<file path="src/hdl/brs_pkg.sv">
// brs_pkg: shared types and constants for the bilinear RGBA sampler.
// No dependencies; every other file of the block but brs_checker refers to it.
`timescale 1ns / 1ps

package brs_pkg;

    // Item kinds on the action port
    localparam logic ACT_WRITE  = 1'b0;
    localparam logic ACT_SAMPLE = 1'b1;

    // Configuration register indexes
    localparam logic REG_IMAGE_WIDTH  = 1'b0;
    localparam logic REG_IMAGE_HEIGHT = 1'b1;

    localparam logic [7:0] RESET_DIM = 8'd128;

    // Command queue between front and back
    localparam int QUEUE_DEPTH = 4;
    localparam int QPTR_W      = 2;

    localparam int CHANNELS = 4;

    typedef struct packed {
        logic        is_sample;
        logic [6:0]  col;
        logic [6:0]  row;
        logic [31:0] pixel;     // alpha, blue, green, red from msb down
        logic [14:0] sx;
        logic [14:0] sy;
    } brs_item_t;

    typedef struct packed {
        logic full;
        logic empty;
    } brs_q_status_t;

    typedef enum logic [1:0] {
        BK_IDLE,
        BK_ISSUE,
        BK_LAST
    } brs_back_state_t;

endpackage

</file>
<file path="src/hdl/brs_fifo.sv">
// brs_fifo: short command queue between the front and back ends.
// Depends on brs_pkg for the word type and the queue depth.
`timescale 1ns / 1ps

module brs_fifo
(
    input  logic                   clk,
    input  logic                   rst_n,
    input  logic                   push,
    input  brs_pkg::brs_item_t     push_word,
    input  logic                   pop,
    output brs_pkg::brs_item_t     head,
    output brs_pkg::brs_q_status_t status
);

    brs_pkg::brs_item_t slots [brs_pkg::QUEUE_DEPTH];

    logic [brs_pkg::QPTR_W-1:0] wr_ptr_reg;
    logic [brs_pkg::QPTR_W-1:0] wr_ptr_next;
    logic [brs_pkg::QPTR_W-1:0] rd_ptr_reg;
    logic [brs_pkg::QPTR_W-1:0] rd_ptr_next;
    logic [brs_pkg::QPTR_W:0]   count_reg;
    logic [brs_pkg::QPTR_W:0]   count_next;
    logic                       do_push;
    logic                       do_pop;

    assign status.full  = (count_reg == (brs_pkg::QPTR_W + 1)'(brs_pkg::QUEUE_DEPTH));
    assign status.empty = (count_reg == '0);
    assign do_push      = push && !status.full;
    assign do_pop       = pop && !status.empty;
    assign head         = slots[rd_ptr_reg];

    always_comb
    begin
        wr_ptr_next = do_push ? wr_ptr_reg + 1'b1 : wr_ptr_reg;
        rd_ptr_next = do_pop ? rd_ptr_reg + 1'b1 : rd_ptr_reg;
        count_next  = count_reg;
        if (do_push && !do_pop)
        begin
            count_next = count_reg + 1'b1;
        end
        else if (do_pop && !do_push)
        begin
            count_next = count_reg - 1'b1;
        end
    end

    always_ff @(posedge clk or negedge rst_n)
    begin
        if (!rst_n)
        begin
            wr_ptr_reg <= '0;
            rd_ptr_reg <= '0;
            count_reg  <= '0;
        end
        else
        begin
            wr_ptr_reg <= wr_ptr_next;
            rd_ptr_reg <= rd_ptr_next;
            count_reg  <= count_next;
        end
    end

    always_ff @(posedge clk)
    begin
        if (do_push)
        begin
            slots[wr_ptr_reg] <= push_word;
        end
    end

endmodule

</file>
<file path="config.mk">
export PLATFORM = sky130hd
export DESIGN_NAME = brs_fifo
export DESIGN_NICKNAME = d
export VERILOG_FILES = /design/src/hdl/brs_pkg.sv /design/src/hdl/brs_fifo.sv
export SDC_FILE = /design/constraint.sdc
export NUM_CORES = 1
export LEC_CHECK = 0
export ABC_CLOCK_PERIOD_IN_PS = 4400
export BUFFER_PORTS_ARGS = -buffer_cell sky130_fd_sc_hd__buf_2
export CAP_MARGIN = 30
export CORE_AREA = 2 2 165 135
export DETAILED_ROUTE_END_ITERATION = 8
export DIE_AREA = 0 0 167 137
export GPL_TIMING_DRIVEN = 1
export PLACE_DENSITY = 0.87
export SYNTH_ARGS = -nofsm -noshare
export SYNTH_HDL_FRONTEND = slang
export SYNTH_SLANG_ARGS = --single-unit
</file>
<file path="constraint.sdc">
create_clock -name clk -period 4.4 [get_ports clk]
set_input_delay 0.66 -clock clk [delete_from_list [all_inputs] [get_ports clk]]
set_output_delay 0.66 -clock clk [all_outputs]
set_load 0.02 [all_outputs]
</file>
==> results.py <==
metrics = {
    "run_status": {
        "status": "finished clean",
    },
    "clocking": {
        "clkSinkCount": 315,
        "clk_pin_slew_worst_paths_ns": 0.06,
        "clk_latency_ns": 0.54,
        "numCtsBuffers": 30,
        "clk_path_buf_depth": 3,
        "cts_max_level": 1,
        "post_cts_resized": 0,
        "cts_tree": "yes",
        "clock-root-buffer": "clkbuf_16",
    },
    "timing": {
        "min_period_ns": 3.13,
        "worstMarginPinSlew_ns": 0.609,
        "skew_ns": 0.0109,
        "rsz0062_at_grt": "false",
        "timing.fmax_mhz": 319,
        "fin_crit_sh_pct": 71.2,
        "setup_tns_ns": 0,
        "slew_violations": 0,
        "slew-limit-headroom_pct": 59.4,
        "finalHoldViolations": 0,
        "setup_viol": 0,
    },
    "setup_path": {
        "worstPathRequired_ns": 3.74,
        "rr_endpoint": "slots[1][29]$_DFFE_PP_",
        "critPathKind": "reg -> out",
        "crit_end": "head[9]",
        "endpoint_kind": "output port",
        "arrival_ns": 2.47,
        "path_max_fanout": 29,
        "rrSetupSlack_ns": 2.08,
        "startpoint": "rd_ptr_reg[0]$_DFFE_PN0P_",
        "timing.rr.start": "count_reg[2]$_DFFE_PN0P_",
        "cp-start-kind": "flip-flop",
        "r2r_cells": 4,
    },
    "placement": {
        "gp_congestion": 0.727,
        "hpwlAfterDp_um": 12300,
        "dpl-instance-area_sq_um": 12700,
        "dpl.cell_count": 861,
        "io_buffers": 159,
    },
    "die": {
        "die-area_sq_um": 22900,
        "core_area_sq_um": 21200,
        "start_util_pct": 54.4,
        "die_x_um": 167,
        "boundaryPins": 160,
        "row_count": 48,
        "chipHeight_um": 137,
    },
    "drt": {
        "postRouteAntennaNets": 0,
        "drc": 0,
        "drt-total-wl_um": 20000,
        "via_per_inst": 5.63,
        "first_pass_iters": 4,
        "drt_iter0_drc": 470,
        "vias": 5140,
        "wl_per_cell_um": 21.9,
    },
    "final_layout": {
        "multi_input_area_sq_um": 1960,
        "layout.area.seq_sq_um": 9430,
        "antenna_cells": 0,
        "post-route-util_pct": 64.5,
        "final_cells": 913,
        "largest_reg_flops": 308,
        "drive_above_1_share_pct": 46.1,
        "final_area_sq_um": 13700,
        "areaGrowthSynthToFinish_pct": 18.6,
        "nFillCells": 1354,
        "nets": 706,
    },
    "synth": {
        "synth_fp_nets": 526,
        "yosys.cell_types.count": 21,
        "synth_area_per_cell_sq_um": 26.3,
        "synth_edf_count": 308,
        "seq_area_frac_synth_pct": 81.7,
        "synth.cells.most_frequent": "edfxtp_1, mux4_2, buf_2",
        "synth_top_area_cell": "edfxtp_1",
        "synth_top_area_share_pct": 80.2,
        "synthCells": 439,
        "async_reset_ff_share_pct": 2.22,
        "synth_seq_cells": 315,
        "synth_warnings": 0,
        "synth_area_leaders": "edfxtp_1, mux4_2, dfrtp_1",
        "synthesis.area_sq_um": 11500,
        "synthFlopType": "edfxtp_1",
        "synthMostInstantiatedCell": "edfxtp_1",
    },
    "global_routing": {
        "grt_pass1_wl_um": 30900,
        "grt_max_degree": 46,
        "grt_pass1_vias": 5436,
        "antenna_found_initial": 2,
        "grt-ovfl-total": 0,
        "grt_use_total_pct": 17.6,
    },
    "run": {
        "max-cap-violations": 0,
    },
    "min_path": {
        "whs_path_depth": 1,
        "hold_class": "in -> reg",
    },
    "power": {
        "irDropWorstVdd_uv": 490,
        "power_mw": 9.66,
        "p_per_area_nw_per_um2": 706,
        "p_leak_nw": 4.69,
    },
}
what timing repair did:
action | CTS | global route
hold buffers | 1 | 0
endpoints found under the hold margin | 7 | 0
setup buffers | 0 | 0
endpoints found under the setup margin | 0 | 0
worst min path at each step:
stage	startpoint	endpoint
6_report	push_word[71]	slots[3][71]$_DFFE_PP_
3_5_place_dp	count_reg[2]$_DFFE_PN0P_	count_reg[2]$_DFFE_PN0P_
3_3_place_gp	count_reg[2]$_DFFE_PN0P_	count_reg[2]$_DFFE_PN0P_
5_1_grt	push_word[28]	slots[0][28]$_DFFE_PP_
2_1_floorplan	rst_n	count_reg[0]$_DFFE_PN0P_
4_1_cts	push_word[1]	slots[2][1]$_DFFE_PP_
cell usage in the layout (no fill, tap or decap), drive strengths merged:
cell type / netlist / layout
and2: 4 / 4
buf: 15 / 166
bufinv: 0 / 3
clkbuf: 4 / 38
clkinv: 0 / 7
clkinvlp: 0 / 1
dfrtp: 7 / 7
dlygate4sd3: 0 / 1
edfxtp: 308 / 308
fa: 1 / 1
ha: 5 / 5
inv: 4 / 6
mux2: 2 / 2
mux4: 77 / 77
nand2: 1 / 1
nand3: 1 / 1
nor2: 1 / 1
nor2b: 1 / 1
nor3b: 1 / 1
or3: 1 / 1
xnor2: 4 / 4
xor2: 2 / 2
per-layer routing:
layer  routed length (um)  vias up  GRT usage (%)
li1                     -     2234              -
met1                 7980     2655           23.6
met2                10100      217           30.0
met3                 1510       30           4.40
met4                  353        4           3.59
met5                   27        -              0
per-stage QoR:
step | worst slack [ns] | hold slack, ns
after floorplan | 1.22 | 0.364
after global placement | 1.82 | 0.467
after detailed placement | 1.79 | 0.476
after CTS | 1.20 | 0.310
after global routing | 1.11 | 0.319
final | 1.27 | 0.334
final cells by class:
cell class	count	share of cell area [%]
timing repair buffer	167	7.05
tap	275	2.52
inverter	4	0.110
sequential	315	69.0
clock buffer	38	5.87
multi-input combinational	101	14.4
clock inverter	13	1.13
cells by family (layout without fill, tap and decap cells):
family | count (synthesis) | after routing | synth area share, %
adders and majority gates | 6 | 6 | 0.716
DFF | 315 | 315 | 81.7
muxes | 79 | 79 | 15.2
buffers and inverters | 23 | 222 | 1.31
xor gates and xnor gates | 6 | 6 | 0.456
and+or+nand+nor | 10 | 10 | 0.543
critical path, stage by stage, from the launching register on:
cell and delay (ns):
dfrtp_4 0.59, buf_4 0.53, mux4_2 0.60, buf_2 0.18
power breakdown:
group | total [mW] | internal (mW) | switching (mW)
combinational | 2.95 | 1.26 | 1.70
sequential | 4.22 | 3.97 | 0.249
clock | 2.49 | 1.46 | 1.02
(Power assumes the default switching activity.)
